File: config.mk
export PLATFORM = sky130hd
export DESIGN_NAME = lane_batch_stager_unit
export DESIGN_NICKNAME = d
export VERILOG_FILES = /design/src/design/lbs_pkg.sv /design/src/design/lbs_ram.sv /design/src/design/lane_batch_stager_unit.sv
export SDC_FILE = /design/constraint.sdc
export NUM_CORES = 1
export LEC_CHECK = 0
export ABC_AREA = 1
export BUFFER_PORTS_ARGS = -buffer_cell sky130_fd_sc_hd__buf_2
export CAP_MARGIN = 20
export CORE_ASPECT_RATIO = 0.7
export CORE_MARGIN = 3
export CORE_UTILIZATION = 47
export DETAILED_ROUTE_END_ITERATION = 8
export PLACE_DENSITY = 0.65
export SYNTH_ARGS = -nofsm -noshare
export SYNTH_HDL_FRONTEND = slang
export SYNTH_SLANG_ARGS = --single-unit
File: constraint.sdc
create_clock -name clk -period 7.85 [get_ports clk]
set_clock_uncertainty 0.05 [all_clocks]
set_input_delay 0.3925 -clock clk [delete_from_list [all_inputs] [get_ports clk]]
set_output_delay 0.3925 -clock clk [all_outputs]
set_load 0.05 [all_outputs]
File: src/design/lbs_pkg.sv
// Shared types and constants for the lane batch stager.
package lbs_pkg;

    // Result status codes
    typedef enum logic [3:0] {
        ST_STAGED    = 4'd0,
        ST_FULL      = 4'd1,
        ST_LANE_ERR  = 4'd2,
        ST_ID_ERR    = 4'd3,
        ST_NOT_READY = 4'd4,
        ST_FORWARD   = 4'd5,
        ST_NOTHING   = 4'd6,
        ST_STALL     = 4'd7,
        ST_ENTRY     = 4'd8
    } status_t;

    // Input operation codes
    typedef enum logic {
        OP_ACCEPT = 1'b0,
        OP_FLUSH  = 1'b1
    } op_t;

    // Ingress mode register codes
    typedef enum logic {
        MODE_SERIAL = 1'b0,
        MODE_BATCH  = 1'b1
    } mode_t;

    // Input event, last field in the lowest bits
    typedef struct packed {
        logic        downstream_ready;
        logic [15:0] value;
        logic [31:0] row_index;
        logic [15:0] chunk;
        logic [15:0] descriptor;
        logic [5:0]  bank_group;
        logic [7:0]  valid_lanes;
        logic [3:0]  lane;
    } in_item_t;

    // Result item, last field in the lowest bits
    typedef struct packed {
        logic [15:0] value;
        logic [31:0] row_index;
        logic        half;
        logic [15:0] chunk;
        logic [15:0] descriptor;
        logic [5:0]  bank_group;
        logic [3:0]  lane;
    } out_item_t;

    // One staged entry as held in the entry memory
    typedef struct packed {
        logic [15:0] value;
        logic [31:0] row_index;
        logic [3:0]  lane;
    } entry_t;

    localparam int IN_ITEM_W   = $bits(in_item_t);
    localparam int OUT_ITEM_W  = $bits(out_item_t);
    localparam int ENTRY_W     = $bits(entry_t);
    localparam int IN_TDATA_W  = 104;
    localparam int OUT_TDATA_W = 96;

endpackage

File: src/design/lbs_ram.sv
// Generic single-write, single-read RAM with registered read data.
module lbs_ram #(
    parameter int WIDTH = 8,
    parameter int DEPTH = 16
) (
    input  logic                     clk,
    input  logic                     we,
    input  logic [$clog2(DEPTH)-1:0] waddr,
    input  logic [WIDTH-1:0]         wdata,
    input  logic                     re,
    input  logic [$clog2(DEPTH)-1:0] raddr,
    output logic [WIDTH-1:0]         rdata
);

    logic [WIDTH-1:0] mem [DEPTH];
    logic [WIDTH-1:0] rdata_reg;

    // Write port
    always_ff @(posedge clk)
    begin
        if (we)
        begin
            mem[waddr] <= wdata;
        end
    end

    // Registered read port, holds while not enabled
    always_ff @(posedge clk)
    begin
        if (re)
        begin
            rdata_reg <= mem[raddr];
        end
    end

    assign rdata = rdata_reg;

endmodule

File: src/design/lane_batch_stager_unit.sv
// Lane batch stager: stages lane events into a batch memory, flushes batches as runs.
// Every item but a good flush puts its one result in the output register in the cycle
//   after its transfer; one such item can transfer every cycle while the output is free.
// A good flush of n staged entries streams n entry results out of the entry memory, one
//   read per cycle while the output takes them; the input is held until the run ends.
// Reset (rst_n, async) clears mode, count, identity and output state, not the entry memory.
module lane_batch_stager_unit
    import lbs_pkg::*;
#(
    parameter int BATCH_LANES = 8
) (
    input  logic                   clk,
    input  logic                   rst_n,
    // configuration: staging mode (0 serial forward, 1 batch staging)
    input  logic                   cfg_wr_en,
    input  logic                   cfg_wr_data,
    // slave side
    input  logic                   s_axis_tvalid,
    output logic                   s_axis_tready,
    // tdata: in_lane, in_valid_lanes, in_bank_group, in_descriptor, in_chunk,
    //        in_row_index, in_value, downstream_ready, zero fill
    input  logic [IN_TDATA_W-1:0]  s_axis_tdata,
    // tuser: operation
    input  logic                   s_axis_tuser,
    // master side
    output logic                   m_axis_tvalid,
    input  logic                   m_axis_tready,
    // tdata: out_lane, out_bank_group, out_descriptor, out_chunk, out_half,
    //        out_row_index, out_value, zero fill
    output logic [OUT_TDATA_W-1:0] m_axis_tdata,
    // tuser: status
    output logic [3:0]             m_axis_tuser,
    output logic                   m_axis_tlast
);

    localparam int CNT_W = $clog2(BATCH_LANES + 1);
    localparam int IDX_W = $clog2(BATCH_LANES);
    localparam logic [8:0] LANES_9 = 9'(BATCH_LANES);
    localparam logic [7:0] LANES_8 = 8'(BATCH_LANES);

    // Batch state
    mode_t            mode_reg, mode_next;
    logic [CNT_W-1:0] count_reg, count_next;
    logic             full_reg, full_next;
    logic [5:0]       bg_reg, bg_next;
    logic [15:0]      desc_reg, desc_next;
    logic [15:0]      chunk_reg, chunk_next;
    logic             half_reg, half_next;

    // Flush run state
    logic             run_active_reg, run_active_next;
    logic [CNT_W-1:0] issue_idx_reg, issue_idx_next;
    logic             rd_valid_reg, rd_valid_next;
    logic [IDX_W-1:0] rd_idx_reg, rd_idx_next;

    // Output register
    logic             out_valid_reg, out_valid_next;
    out_item_t        out_item_reg, out_item_next;
    status_t          out_status_reg, out_status_next;
    logic             out_last_reg, out_last_next;

    in_item_t         in_item;
    op_t              in_op;
    logic             in_fire;
    logic             half;
    logic [7:0]       expected;
    logic             exp_bad;
    logic [8:0]       lane_want;
    logic             lane_bad;
    logic             id_bad;
    logic [CNT_W-1:0] count_inc;
    logic             full_hit;

    status_t          res_status;
    logic             res_echo;
    logic             stage_wr;
    logic             flush_go;
    out_item_t        single_item;
    out_item_t        run_item;

    logic             issue;
    logic             rd_move;
    logic             rd_last;
    entry_t           wr_entry;
    entry_t           rd_entry;
    logic [ENTRY_W-1:0] rd_word;

    assign in_item = in_item_t'(s_axis_tdata[IN_ITEM_W-1:0]);
    assign in_op   = op_t'(s_axis_tuser);

    // Take input when no run owns the output and the output register frees up
    assign s_axis_tready = !run_active_reg && (!out_valid_reg || m_axis_tready);
    assign in_fire       = s_axis_tvalid && s_axis_tready;

    // Lane checks against the batch being staged
    always_comb
    begin
        half = (9'(in_item.lane) >= LANES_9);
        if (half)
        begin
            expected = in_item.valid_lanes - LANES_8;
        end
        else
        begin
            expected = (in_item.valid_lanes < LANES_8) ? in_item.valid_lanes : LANES_8;
        end
        exp_bad   = (expected == 8'd0) || (9'(expected) > LANES_9);
        lane_want = (half ? LANES_9 : 9'd0) + 9'(count_reg);
        lane_bad  = (9'(in_item.lane) != lane_want);
        id_bad    = (count_reg != '0) &&
                    ((bg_reg != in_item.bank_group) || (desc_reg != in_item.descriptor) ||
                     (chunk_reg != in_item.chunk) || (half_reg != half));
        count_inc = count_reg + CNT_W'(1);
        full_hit  = (9'(count_inc) == 9'(expected));
    end

    // Decide what the current item does
    always_comb
    begin
        res_status = ST_NOTHING;
        res_echo   = 1'b0;
        stage_wr   = 1'b0;
        flush_go   = 1'b0;
        case (in_op)
            OP_ACCEPT:
            begin
                if (mode_reg == MODE_SERIAL)
                begin
                    if (in_item.downstream_ready)
                    begin
                        res_status = ST_FORWARD;
                        res_echo   = 1'b1;
                    end
                    else
                    begin
                        res_status = ST_NOT_READY;
                    end
                end
                else if (full_reg)
                begin
                    res_status = ST_NOT_READY;
                end
                else if (exp_bad || lane_bad)
                begin
                    res_status = ST_LANE_ERR;
                end
                else if (id_bad)
                begin
                    res_status = ST_ID_ERR;
                end
                else
                begin
                    stage_wr   = 1'b1;
                    res_echo   = 1'b1;
                    res_status = full_hit ? ST_FULL : ST_STAGED;
                end
            end
            OP_FLUSH:
            begin
                if (mode_reg == MODE_SERIAL || !full_reg)
                begin
                    res_status = ST_NOTHING;
                end
                else if (!in_item.downstream_ready)
                begin
                    res_status = ST_STALL;
                end
                else
                begin
                    flush_go = 1'b1;
                end
            end
            default:
            begin
                res_status = ST_NOTHING;
            end
        endcase
    end

    // Build the single result of the item
    always_comb
    begin
        single_item = '0;
        if (res_echo)
        begin
            single_item.lane       = in_item.lane;
            single_item.bank_group = in_item.bank_group;
            single_item.descriptor = in_item.descriptor;
            single_item.chunk      = in_item.chunk;
            single_item.half       = half;
            single_item.row_index  = in_item.row_index;
            single_item.value      = in_item.value;
        end
    end

    // Entry memory
    assign wr_entry.lane      = in_item.lane;
    assign wr_entry.row_index = in_item.row_index;
    assign wr_entry.value     = in_item.value;

    lbs_ram #(
        .WIDTH (ENTRY_W),
        .DEPTH (BATCH_LANES)
    ) u_entries (
        .clk   (clk),
        .we    (in_fire && stage_wr),
        .waddr (count_reg[IDX_W-1:0]),
        .wdata (wr_entry),
        .re    (issue),
        .raddr (issue_idx_reg[IDX_W-1:0]),
        .rdata (rd_word)
    );

    assign rd_entry = entry_t'(rd_word);

    // Run control: issue one read per cycle while read data moves on, advance read data into the output
    assign rd_move = rd_valid_reg && (!out_valid_reg || m_axis_tready);
    assign issue   = run_active_reg && (issue_idx_reg != count_reg) &&
                     (!rd_valid_reg || rd_move);
    assign rd_last = ((CNT_W'(rd_idx_reg) + CNT_W'(1)) == count_reg);

    always_comb
    begin
        run_item            = '0;
        run_item.lane       = rd_entry.lane;
        run_item.bank_group = bg_reg;
        run_item.descriptor = desc_reg;
        run_item.chunk      = chunk_reg;
        run_item.half       = half_reg;
        run_item.row_index  = rd_entry.row_index;
        run_item.value      = rd_entry.value;
    end

    // Next state of batch and run
    always_comb
    begin
        mode_next       = mode_reg;
        count_next      = count_reg;
        full_next       = full_reg;
        bg_next         = bg_reg;
        desc_next       = desc_reg;
        chunk_next      = chunk_reg;
        half_next       = half_reg;
        run_active_next = run_active_reg;
        issue_idx_next  = issue_idx_reg;
        rd_valid_next   = rd_valid_reg;
        rd_idx_next     = rd_idx_reg;

        if (cfg_wr_en)
        begin
            mode_next = mode_t'(cfg_wr_data);
        end

        // stage an accepted event
        if (in_fire && stage_wr)
        begin
            count_next = count_inc;
            full_next  = full_hit;
            if (count_reg == '0)
            begin
                bg_next    = in_item.bank_group;
                desc_next  = in_item.descriptor;
                chunk_next = in_item.chunk;
                half_next  = half;
            end
        end

        // start a run on a good flush
        if (in_fire && flush_go)
        begin
            run_active_next = 1'b1;
            issue_idx_next  = '0;
        end

        if (issue)
        begin
            issue_idx_next = issue_idx_reg + CNT_W'(1);
            rd_valid_next  = 1'b1;
            rd_idx_next    = issue_idx_reg[IDX_W-1:0];
        end
        else if (rd_move)
        begin
            rd_valid_next = 1'b0;
        end

        // drop the batch once its final entry is handed on
        if (rd_move && rd_last)
        begin
            run_active_next = 1'b0;
            count_next      = '0;
            full_next       = 1'b0;
            bg_next         = '0;
            desc_next       = '0;
            chunk_next      = '0;
            half_next       = 1'b0;
        end
    end

    // Next output register contents
    always_comb
    begin
        out_valid_next  = out_valid_reg;
        out_item_next   = out_item_reg;
        out_status_next = out_status_reg;
        out_last_next   = out_last_reg;
        if (rd_move)
        begin
            out_valid_next  = 1'b1;
            out_item_next   = run_item;
            out_status_next = ST_ENTRY;
            out_last_next   = rd_last;
        end
        else if (in_fire && !flush_go)
        begin
            out_valid_next  = 1'b1;
            out_item_next   = single_item;
            out_status_next = res_status;
            out_last_next   = 1'b1;
        end
        else if (m_axis_tready)
        begin
            out_valid_next = 1'b0;
        end
    end

    // Control registers
    always_ff @(posedge clk or negedge rst_n)
    begin
        if (!rst_n)
        begin
            mode_reg       <= MODE_SERIAL;
            count_reg      <= '0;
            full_reg       <= 1'b0;
            bg_reg         <= '0;
            desc_reg       <= '0;
            chunk_reg      <= '0;
            half_reg       <= 1'b0;
            run_active_reg <= 1'b0;
            issue_idx_reg  <= '0;
            rd_valid_reg   <= 1'b0;
            rd_idx_reg     <= '0;
            out_valid_reg  <= 1'b0;
        end
        else
        begin
            mode_reg       <= mode_next;
            count_reg      <= count_next;
            full_reg       <= full_next;
            bg_reg         <= bg_next;
            desc_reg       <= desc_next;
            chunk_reg      <= chunk_next;
            half_reg       <= half_next;
            run_active_reg <= run_active_next;
            issue_idx_reg  <= issue_idx_next;
            rd_valid_reg   <= rd_valid_next;
            rd_idx_reg     <= rd_idx_next;
            out_valid_reg  <= out_valid_next;
        end
    end

    // Output payload registers
    always_ff @(posedge clk)
    begin
        out_item_reg   <= out_item_next;
        out_status_reg <= out_status_next;
        out_last_reg   <= out_last_next;
    end

    assign m_axis_tvalid = out_valid_reg;
    assign m_axis_tdata  = OUT_TDATA_W'(out_item_reg);
    assign m_axis_tuser  = out_status_reg;
    assign m_axis_tlast  = out_last_reg;

endmodule

-- After elaboration in Yosys (flattened, before gate mapping)
Memories as Yosys holds them, arrays and structs flattened. A register that Yosys moved wholly into a read port is not among the register bits.
Cells that the tools add are included.
- logic and storage cells: 128
- memory bits (read-only): 0
- memory bits (writable): 416
- register bits: 151
- bits of input ports: 111
- output and inout bits: 103
- latch bits: 0
- memories kept: 1
- multipliers: 0
- magnitude comparators: 3
- eq/ne operators: 8
- reductions and logical operators: 34
- add/sub/neg operators: 5
- shift-type cells: 0
- multiplexer cells: 54
- bitwise gates (word level): 2
- div/mod/pow operators: 0
- memory list (name ; words ; width ; rd ports ; clocked after memory_dff ; write ports ; line ; source):
    u_entries.mem ; 8 ; 52 ; 1 ; 1 ; 1 ; lbs_ram.sv:15 ; logic [WIDTH-1:0] mem [DEPTH];
- operator list (operator ; count):
    $mux 91 ; 3
    $mux 16 ; 6
    $ne 16x16->1 ; 2
    $mux 1 ; 30
    $mux 4 ; 6
    $mux 6 ; 3
    $mux 8 ; 2
    $reduce_bool 2->1 ; 6
    $logic_and 1x1->1 ; 10
    $add 4x1->4 const B ; 2
    $eq 4x8->1 ; 1
    $gt 8x4->1 const B ; 1
    $logic_not 8->1 ; 1
    $logic_or 1x1->1 ; 8
    $lt 8x4->1 const B ; 1
    $pmux 4 s2 ; 1
    $sub 8x4->8 const B ; 1
    $ne 6x6->1 ; 1
    $add 4x4->5 ; 1
    $logic_not 1->1 ; 5
    $ne 4x5->1 ; 1
    $add 3x1->4 const B ; 1
    $eq 4x4->1 ; 1
    $ge 4x4->1 const B ; 1
    9 further kinds ; 11

-- Depth between registers and ports, before layout
Gate-level depths: netlist of the first run.
- depth in word-level cells: 13
- depth in mapped cells: 16

-- Cells and area by module
Synthesis of the first run repeated with hierarchy kept, for this count alone.
- cells, all modules: 2825
- area total of the unflattened synthesis: 27667.8 sq um
- by module, submodules not included (module ; area an instance (sq um) ; sequential area each (sq um) ; instances ; cells an instance):
    lbs_ram ; 19681.4 ; 14053.5 ; 1 ; 1867
    lane_batch_stager_unit ; 7986.4 ; 4219.0 ; 1 ; 958

-- Worst setup path before layout of the first run
No wires, ideal clock.
- path type: flip-flop to flip-flop
- from: register out_valid_reg (netlist: m_axis_tvalid)
- to: memory u_entries.mem[0][0] (netlist name) (enable)
- arrival: 7.356 ns
- required time: 7.209 ns
- path buffers: 1
- setup slack: -0.147 ns
- period minus slack after synthesis: 7.997 ns
- cell stages (with the launch flop): 9
- path through: dfrtp_1 -> nand2_1 -> inv_1 -> nor2_1 -> nand2_1 -> nor2_1 -> nand4_4 -> buf_1 -> nor4_1
- cells in the longest elaborated chain, start to end: 7
- RTL lines (what ; line ; source):
    start, declared ; lane_batch_stager_unit.sv:57 ; logic out_valid_reg, out_valid_next;
    start signal, assigned ; lane_batch_stager_unit.sv:357 ; out_valid_reg <= out_valid_next;
    $logic_not 1->1 ; lane_batch_stager_unit.sv:92 ; assign s_axis_tready = !run_active_reg && (!out_valid_reg || m_axis_tready);
    $logic_or 1x1->1 ; lane_batch_stager_unit.sv:92 ;
    $logic_and 1x1->1 ; lane_batch_stager_unit.sv:92 ;
    via s_axis_tready ; lane_batch_stager_unit.sv:19 ; output logic s_axis_tready,
    $logic_and 1x1->1 ; lane_batch_stager_unit.sv:93 ; assign in_fire = s_axis_tvalid && s_axis_tready;
    $logic_and 1x1->1 ; lane_batch_stager_unit.sv:206 ; .we (in_fire && stage_wr),
    $mux 1 ; lbs_ram.sv:21 ; if (we)
    $mux 1 (implied by the code) ; lbs_ram.sv:23 ; mem[waddr] <= wdata;
    end, declared ; lbs_ram.sv:15 ;
The timed path passes the listed nets, and every way through them passes these cells.

-- Final worst setup path of the first run
- from: register issue_idx_reg[0]
- to: register u_entries.rdata_reg[16] (netlist: u_entries.rdata[16]) (read register of u_entries.mem), data pin
- cells in the longest elaborated chain, start to end: 3
- RTL lines (what ; line ; source):
    start, declared ; lane_batch_stager_unit.sv:52 ; logic [CNT_W-1:0] issue_idx_reg, issue_idx_next;
    start signal, assigned ; lane_batch_stager_unit.sv:354 ; issue_idx_reg <= issue_idx_next;
    $ne 4x4->1 ; lane_batch_stager_unit.sv:218 ; assign issue = run_active_reg && (issue_idx_reg != count_reg) &&
    $logic_and 1x1->1 (2 in series) ; lane_batch_stager_unit.sv:218 ;
    end, declared ; lbs_ram.sv:16 ; logic [WIDTH-1:0] rdata_reg;
Parallel ways exist; a longest one is shown, timed or not.
A chain may end at the register's enable or synchronous reset.

==> reports/metrics.sh, run 1 <==
SYNTH_AREA_UM2=25900
TOTAL_CELL_AREA_AT_THE_PLACEMENT_STAGE_UM2=27500
POSTCTSHOLDBUFS=60
ROUTED-VIA-COUNT=17564
DIEWIDTH_UM=287
QUANTITY_OF_GATES_RESIZED_FOLLOWING_CTS=0
SYNTH.CELLS.MOST_FREQUENT='sky130_fd_sc_hd__edfxtp_1, sky130_fd_sc_hd__nand2_1, sky130_fd_sc_hd__nor2_1'
DR.PASS1.ITERS=6
DIE-AREA_UM2=58100
POST-PLACE-WS_NS=4.06
SETUP_VIOL_COUNT_FINAL=0
CRITPATHLAUNCHTYPE='register'
SETUP_SLACK_NS=4.00
CLOCK_TREE_FROM_TRITONCTS='yes'
NETS=2592
POST-ROUTE-DRC-COUNT=0
WORSTSETUPENDPOINTTYPE='register'
VIA_PER_INST=5.39
CRITICAL-PATH-SLOWEST-CELL='sky130_fd_sc_hd__buf_4'
FP.DIEH_UM=203
LAYOUTNONFILLERINSTCOUNT=3256
NUMBER_OF_ANTENNA_VIOLATIONS_AT_THE_FIRST_CHECK_IN_GLOBAL_ROUTING=9
CTS.SINK_COUNT=619
PLACE_INST=3086
BOUNDARYPINS=214
SYNTH_ASYNC_SR_FLOP_SHARE_PCT=8.89
CELLPOWERDENSITY_nW_PER_UM2=349
MAX_SLEW_MARGIN_PCT=27.4
CRITPATHARRIVALTIME_NS=4.24
ROUTEDWLPERCELL_UM=19.3
TIMING_WORST_SLEW_PIN_VALUE_NS=1.09
PERIOD_MINUS_SLACK_NS=3.85
SYNTHESIS.AREA_PER_INSTANCE_UM2=11.4
DESIGN.CORE.AREA_UM2=54100
GLOBALPLACE.CONGESTION=0.801
HOLD_VIOLATION_COUNT_IN_THE_FINAL_REPORT=0
WORST-SETUP-PATH-TYPE='reg2reg'
POWER.TOTAL_mW=10.5
SYNTH_EDF_COUNT=560
UNREPAIRED_SETUP_ENDPOINTS_AFTER_GLOBAL_ROUTING='false'
YS.FLOP_TYPE='sky130_fd_sc_hd__edfxtp_1'
CRIT_PATH_CELLS='buf_4 -> inv_4 -> buf_4 -> o21ai_0 -> o22ai_1 -> nor2_1 -> a31oi_1'
PATH_COMMON_CELL='sky130_fd_sc_hd__buf_4'
WORST_STAGE_DELAY_ON_THE_CRITICAL_PATH_NS=0.94
TIMING.FMAX_MHz=260
SYNTH_SEQ_CELLS=619
GRT.TOTAL_USAGE_PCT=21.5
SYNTHDOMINANTCELLAREASHARE_PCT=64.9
SYNTHESIS.YOSYS.WARNINGS=0
FINAL_MAX_SLEW_VIOL_COUNT=0
NUMBER_OF_MAXIMUM_CAPACITANCE_CONSTRAINT_VIOLATIONS=0
WORST_IR_DROP_VDD_mV=0.232
SYNTH_LARGEST_AREA_CELL='sky130_fd_sc_hd__edfxtp_1'
SYNTH.TOP_CELLS.BY_AREA='sky130_fd_sc_hd__edfxtp_1, sky130_fd_sc_hd__nand2_1, sky130_fd_sc_hd__nor2_1, sky130_fd_sc_hd__dfrtp_1, sky130_fd_sc_hd__o21ai_0'
CRITICAL_PATH.TOP_DELAY_FAMILY='buffers and inverters'
CTS.HTREE.LEVELS=2
FINALWIRELENGTH_UM=62800
DRIVE_ABOVE_1_SHARE_PCT=14.2
GRT_PASS1_WL_UM=97300
FIRST_GLOBAL_VIAS=17237
RUN_STATUS='complete, no violations'
LEAKAGEPOWER_nW=11.4
GLOBALROUTE.TOTALOVERFLOW=0
WORSTPATHMAXFANOUT=114
AREA_GROWTH_PCT=15.5
CLOCKROOTBUFFER='sky130_fd_sc_hd__clkbuf_16'
ROW_COUNT=71
SEQ_AREA_FRAC_SYNTH_PCT=70.5
N_FILL_CELL=4460
CLK_PIN_SLEW_NS=0.07
INITIALDRTVIOLATIONCOUNT=1628
HOLD_PATH_CLASS='in2reg'
IO_BUFFER_COUNT=203
HPWLAFTERDP_UM=32200
YOSYS.CELL_TYPES.COUNT=35
PIN_COUNT_OF_THE_BIGGEST_NET_ENTERING_GLOBAL_ROUTING=115
STARTING_DENSITY_PCT=47.9
CP_DATA_REQUIRED_TIME_NS=8.24
INSERTION_DELAY_NS=0.62
SYNTHMOSTINSTANTIATEDCELL='sky130_fd_sc_hd__edfxtp_1'
WORSTPATHBUFFERINVERTERCOUNT=3
TIMING.FINAL.CRIT_SHARE_PCT=49.0
POST_CTS.REPAIR.SETUP_BUFFERS=0
LARGEST_REGISTER_FFS=416
CTS-ROOT-TO-SINK-BUFFERS=3
POSTLAYOUTCELLAREA_UM2=29900
POSTROUTEANTENNANETS=0
SYNTH_CELLS=2269
TIMING.SETUP.TNS_NS=0
TRITONCTS_BUFFER_COUNT=57
==> cell families (layout without fill, tap and decap cells) <==
logic type               Yosys count  count (layout)  synth area share (%)
adder cells (fa/ha/maj)            6               6                 0.290
buffers and inverters            219             466                  3.61
AND/OR/NAND/NOR                 1055            1055                  17.4
AO/OA/AOI/OAI                    336             336                  7.04
XOR/XNOR                          33              33                  1.11
flip-flops                       619             619                  70.5
other                              1              11                0.0145
==> stage by stage <==
| step | utilization, % | hold WS (ns) |
|---|---|---|
| finish | 55.3 | 0.0342 |
| global route | 55.3 | 0.0292 |
| CTS | 55.3 | 0.000261 |
| detailed placement | 50.8 | 0.392 |
| global placement | 50.8 | 0.387 |
| floorplan | - | 0.0469 |
==> cell type report <==
type | instances | area (µm²) | area share [%]
tap | 730 | 913 | 3.05
clock inverter | 31 | 283 | 0.944
timing repair buffer | 289 | 1810 | 6.05
antenna | 6 | 15.0 | 0.0501
multi-input combinational | 1435 | 6800 | 22.7
sequential | 619 | 18300 | 61.1
inverter | 73 | 282 | 0.940
clock buffer | 73 | 1560 | 5.21
==> power breakdown <==
part | total, mW | switching (mW) | internal, mW
Clock | 2.76 | 1.20 | 1.56
Combinational | 3.34 | 2.50 | 0.841
Sequential | 4.36 | 0.179 | 4.18
==> cell usage in the layout, fill, tap and decap left out, types with 5 or more instances in the layout <==
cell,count
sky130_fd_sc_hd__inv_1,64
sky130_fd_sc_hd__nand3_2,10
sky130_fd_sc_hd__xnor2_1,27
sky130_fd_sc_hd__diode_2,6
sky130_fd_sc_hd__nand2_1,421
sky130_fd_sc_hd__ha_1,6
sky130_fd_sc_hd__buf_4,26
sky130_fd_sc_hd__dlygate4sd3_1,60
sky130_fd_sc_hd__clkinv_2,20
sky130_fd_sc_hd__nand3_1,107
sky130_fd_sc_hd__xor2_1,6
sky130_fd_sc_hd__nor2_1,416
sky130_fd_sc_hd__conb_1,5
sky130_fd_sc_hd__clkbuf_1,9
sky130_fd_sc_hd__a31oi_1,52
sky130_fd_sc_hd__o22ai_1,53
sky130_fd_sc_hd__dfrtp_1,53
sky130_fd_sc_hd__nand4_1,7
sky130_fd_sc_hd__edfxtp_1,560
sky130_fd_sc_hd__buf_2,203
sky130_fd_sc_hd__o21ai_0,221
sky130_fd_sc_hd__nand3b_1,72
sky130_fd_sc_hd__clkbuf_16,59
sky130_fd_sc_hd__nor4_2,6
sky130_fd_sc_hd__clkinv_1,8
sky130_fd_sc_hd__a21oi_1,7
sky130_fd_sc_hd__bufinv_16,5
==> routing by layer <==
metal	vias to the layer above	global-route usage [%]	wire (µm)
li1	8323	-	-
met5	-	0	27
met1	8581	29.7	27200
met4	4	7.32	1690
met3	121	3.78	4350
met2	535	34.6	29500
==> worst paths after layout <==
check	start	endpoint	slack (ns)	depth (start not counted)
worst max-delay path	issue_idx_reg[0]	u_entries.rdata[16]	4.00	7
worst min-delay path	s_axis_tdata[68]	u_entries.mem[0][22]	0.03	1
worst max register to register	issue_idx_reg[0]	u_entries.rdata[16]	4.00	7
worst min register to register	m_axis_tuser[3]	m_axis_tuser[3]	0.40	2
max in group asynchronous	rst_n	issue_idx_reg[1]	6.68	3
min in group asynchronous	rst_n	chunk_reg[13]	0.43	3
(Power assumes the default switching activity.)
==> inputs of run 2 (changes only) <==
--- a/config.mk
+++ b/config.mk
@@ -12,7 +12,7 @@
 export CORE_MARGIN = 3
 export CORE_UTILIZATION = 47
 export DETAILED_ROUTE_END_ITERATION = 8
-export PLACE_DENSITY = 0.65
+export PLACE_DENSITY = 0.68
 export SYNTH_ARGS = -nofsm -noshare
 export SYNTH_HDL_FRONTEND = slang
 export SYNTH_SLANG_ARGS = --single-unit
==> constraint.sdc (replaced) <==
create_clock -name clk -period 3.2 [get_ports clk]
set_clock_uncertainty 0.05 [all_clocks]
set_input_delay 0.16 -clock clk [delete_from_list [all_inputs] [get_ports clk]]
set_output_delay 0.16 -clock clk [all_outputs]
set_load 0.05 [all_outputs]
==> reports/metrics.sh, run 2 (synthesis results as in run 1) <==
TIMING.SETUP.TNS_NS=0  # unchanged
CRITICAL-PATH-SLOWEST-CELL='sky130_fd_sc_hd__dfrtp_1'  # was sky130_fd_sc_hd__buf_4
CELLPOWERDENSITY_nW_PER_UM2=851  # was 349 nW/µm²
CRIT_PATH_CELLS='ha_1 -> nand2_1 -> o21ai_1 -> nor2_1 -> nand3_1 -> nand2b_4 -> nor2_4 -> nand4_4 -> nor4_4 -> buf_12'  # was buf_4 -> inv_4 -> buf_4 -> o21ai_0 -> o22ai_1 -> nor2_1 -> a31oi_1
WORSTSETUPENDPOINTTYPE='register'  # unchanged
INSERTION_DELAY_NS=0.60  # was 0.62 ns
GLOBALPLACE.CONGESTION=0.818  # was 0.801
CRIT_START='count_reg[3]'  # was issue_idx_reg[0]
CTS.SINK_COUNT=619  # unchanged
MAX_SLEW_MARGIN_PCT=32.3  # was 27.4%
WORSTPATHBUFFERINVERTERCOUNT=1  # was 3
LARGEST_REGISTER_FFS=416  # unchanged
GRT.TOTAL_USAGE_PCT=21.7  # was 21.5%
BOUNDARYPINS=214  # unchanged
NETS=2647  # was 2592
GLOBALROUTE.TOTALOVERFLOW=0  # unchanged
POST-PLACE-WS_NS=0.238  # was 4.06 ns
LAYOUTNONFILLERINSTCOUNT=3310  # was 3256
INITIALDRTVIOLATIONCOUNT=1769  # was 1628
CTS.HTREE.LEVELS=2  # unchanged
CLOCKROOTBUFFER='sky130_fd_sc_hd__clkbuf_16'  # unchanged
WORSTPATHMAXFANOUT=52  # was 114
NUMBER_OF_ANTENNA_VIOLATIONS_AT_THE_FIRST_CHECK_IN_GLOBAL_ROUTING=7  # was 9
DRIVE_ABOVE_1_SHARE_PCT=14.8  # was 14.2%
ROW_COUNT=71  # unchanged
PLACE_INST=3103  # was 3086
HOLD_PATH_CLASS='in2reg'  # unchanged
PATH_DEPTH=10  # was 7
CRITPATHLAUNCHTYPE='register'  # unchanged
HPWLAFTERDP_UM=34600  # was 32200 µm
CTS-ROOT-TO-SINK-BUFFERS=3  # unchanged
R2R_START='count_reg[3]'  # was issue_idx_reg[0]
WORST_STAGE_DELAY_ON_THE_CRITICAL_PATH_NS=0.45  # was 0.94 ns
PERIOD_MINUS_SLACK_NS=2.99  # was 3.85 ns
UNREPAIRED_SETUP_ENDPOINTS_AFTER_GLOBAL_ROUTING='false'  # unchanged
AREA_GROWTH_PCT=19.0  # was 15.5%
CRITPATHARRIVALTIME_NS=3.21  # was 4.24 ns
DR.PASS1.ITERS=5  # was 6
CLK_PIN_SLEW_NS=0.07  # about the same
STARTING_DENSITY_PCT=47.9  # unchanged
CELL_COUNT_OF_THE_WORST_HOLD_PATH=5  # was 1
POST-ROUTE-DRC-COUNT=0  # unchanged
CLOCK_TREE_FROM_TRITONCTS='yes'  # unchanged
ROUTEDWLPERCELL_UM=19.2  # was 19.3 µm
FIRST_GLOBAL_VIAS=17618  # was 17.2k
TRITONCTS_BUFFER_COUNT=56  # was 57
WORST_IR_DROP_VDD_mV=0.594  # was 0.232 mV
TIMING_WORST_SLEW_PIN_VALUE_NS=1.02  # was 1.09 ns
VIA_PER_INST=5.42  # was 5.39
SETUP_SLACK_NS=0.207  # was 4.00 ns
POSTROUTEANTENNANETS=0  # unchanged
RUN_STATUS='complete, no violations'  # unchanged
DIE-AREA_UM2=58100  # unchanged
SETUP_VIOL_COUNT_FINAL=0  # unchanged
POST_CTS.REPAIR.SETUP_BUFFERS=0  # unchanged
PIN_COUNT_OF_THE_BIGGEST_NET_ENTERING_GLOBAL_ROUTING=95  # was 115
IO_BUFFER_COUNT=203  # unchanged
WORST-SETUP-PATH-TYPE='reg2reg'  # unchanged
TIMING.FMAX_MHz=334  # was 260 MHz
CP_DATA_REQUIRED_TIME_NS=3.41  # was 8.24 ns
NUMBER_OF_MAXIMUM_CAPACITANCE_CONSTRAINT_VIOLATIONS=0  # unchanged
DESIGN.CORE.AREA_UM2=54100  # unchanged
POWER.TOTAL_mW=26.3  # was 10.5 mW
REGISTER_TO_REGISTER_PATH_DEPTH=10  # was 7
MOST_COMMON_LIBRARY_CELL_IN_THE_LAYOUT_IGNORING_FILL_AND_TAPS='sky130_fd_sc_hd__edfxtp_1'  # unchanged
LEAKAGEPOWER_nW=11.8  # was 11.4 nW
MIN_DELAY_STARTPOINT='s_axis_tvalid'  # was s_axis_tdata[68]
MOSTFREQUENTLAYOUTCELLS='sky130_fd_sc_hd__edfxtp_1, sky130_fd_sc_hd__nand2_1, sky130_fd_sc_hd__nor2_1'  # unchanged
DIEWIDTH_UM=287  # unchanged
FP.DIEH_UM=203  # unchanged
ROUTED-VIA-COUNT=17956  # was 17.6k
CRITICAL_PATH.TOP_DELAY_FAMILY='simple AND/OR/NAND/NOR gates'  # was buffers and inverters
FINAL_MAX_SLEW_VIOL_COUNT=0  # unchanged
FINALWIRELENGTH_UM=63600  # was 62800 µm
TIMING.FINAL.CRIT_SHARE_PCT=93.5  # was 49.0%
HOLD_VIOLATION_COUNT_IN_THE_FINAL_REPORT=0  # unchanged
N_FILL_CELL=4325  # was 4460
GRT_PASS1_WL_UM=98900  # was 97300 µm
run 2: cell count changes in the layout (fill, tap and decap cells not counted), moves of 2 or more:
cell / change
sky130_fd_sc_hd__dlygate4sd3_1: +39
sky130_fd_sc_hd__buf_12: +21
sky130_fd_sc_hd__nor4_2: -6
sky130_fd_sc_hd__nor4_4: +6
sky130_fd_sc_hd__buf_4: -4
sky130_fd_sc_hd__clkinv_2: -4
sky130_fd_sc_hd__clkinvlp_4: +4
sky130_fd_sc_hd__bufinv_16: +3
sky130_fd_sc_hd__clkbuf_4: -3
sky130_fd_sc_hd__nand2_1: -2
sky130_fd_sc_hd__nand2_2: +2
sky130_fd_sc_hd__nor2_1: -2
sky130_fd_sc_hd__nor3_2: -2
sky130_fd_sc_hd__nor3_4: +2
run 2: power breakdown:
| part | switching [mW] | leakage (nW) | internal [mW] |
|---|---|---|---|
| clock | 2.92 | 0.921 | 4.00 |
| combinational | 6.32 | 4.91 | 2.34 |
| sequential | 0.438 | 5.93 | 10.2 |
| total | 9.67 | 11.8 | 16.6 |
run 2: what timing repair did:
action / in CTS / in global routing
endpoints found under the hold margin: 545 / 0
hold buffers: 99 / 0
resized for setup: 0 / 0
run 2: final cells by class:
cell class                      instances  area (µm²)  area share [%]
Antenna cell                            5        12.5          0.0405
Clock buffer                           69        1510            4.90
Clock inverter                         34         380            1.23
Inverter                               73         287           0.929
Multi-Input combinational cell       1435        6880            22.3
Sequential cell                       619       18300            59.2
Tap cell                              730         913            2.96
Timing Repair Buffer                  345        2590            8.40
run 2: tightest hold or removal path, cell delays in order:
cell and delay, ns:
sky130_fd_sc_hd__buf_2 0.09, sky130_fd_sc_hd__nand2_2 0.08, sky130_fd_sc_hd__inv_1 0.06, sky130_fd_sc_hd__nand2_1 0.16
sky130_fd_sc_hd__nand3_1 0.12
run 2: worst paths after layout:
kind,endpoint,slack (ns)
worst max-delay path,u_entries.mem[0][18],0.21
worst min-delay path,m_axis_tvalid,0.06
worst min register to register,m_axis_tuser[3],0.39
max in group asynchronous,m_axis_tvalid,2.29
min in group asynchronous,chunk_reg[14],0.08
worst max register to register,u_entries.mem[0][18],0.21
run 2: stage by stage:
step	util, %	hold slack (ns)	cell area [µm²]
4_1_cts	57.0	0.0209	30800
3_5_place_dp	51.7	0.142	28000
2_1_floorplan	-	-0.186	26100
3_3_place_gp	51.7	0.140	28000
6_report	57.0	0.0589	30900
5_1_grt	57.0	0.0671	30900
run 2: per-layer routing:
layer / part of all wire, % / GRT usage [%]
met1: 43 / 30.4
met2: 47 / 34.9
met3: 6.8 / 3.52
met5: 0.020 / 0
met4: 2.8 / 7.25
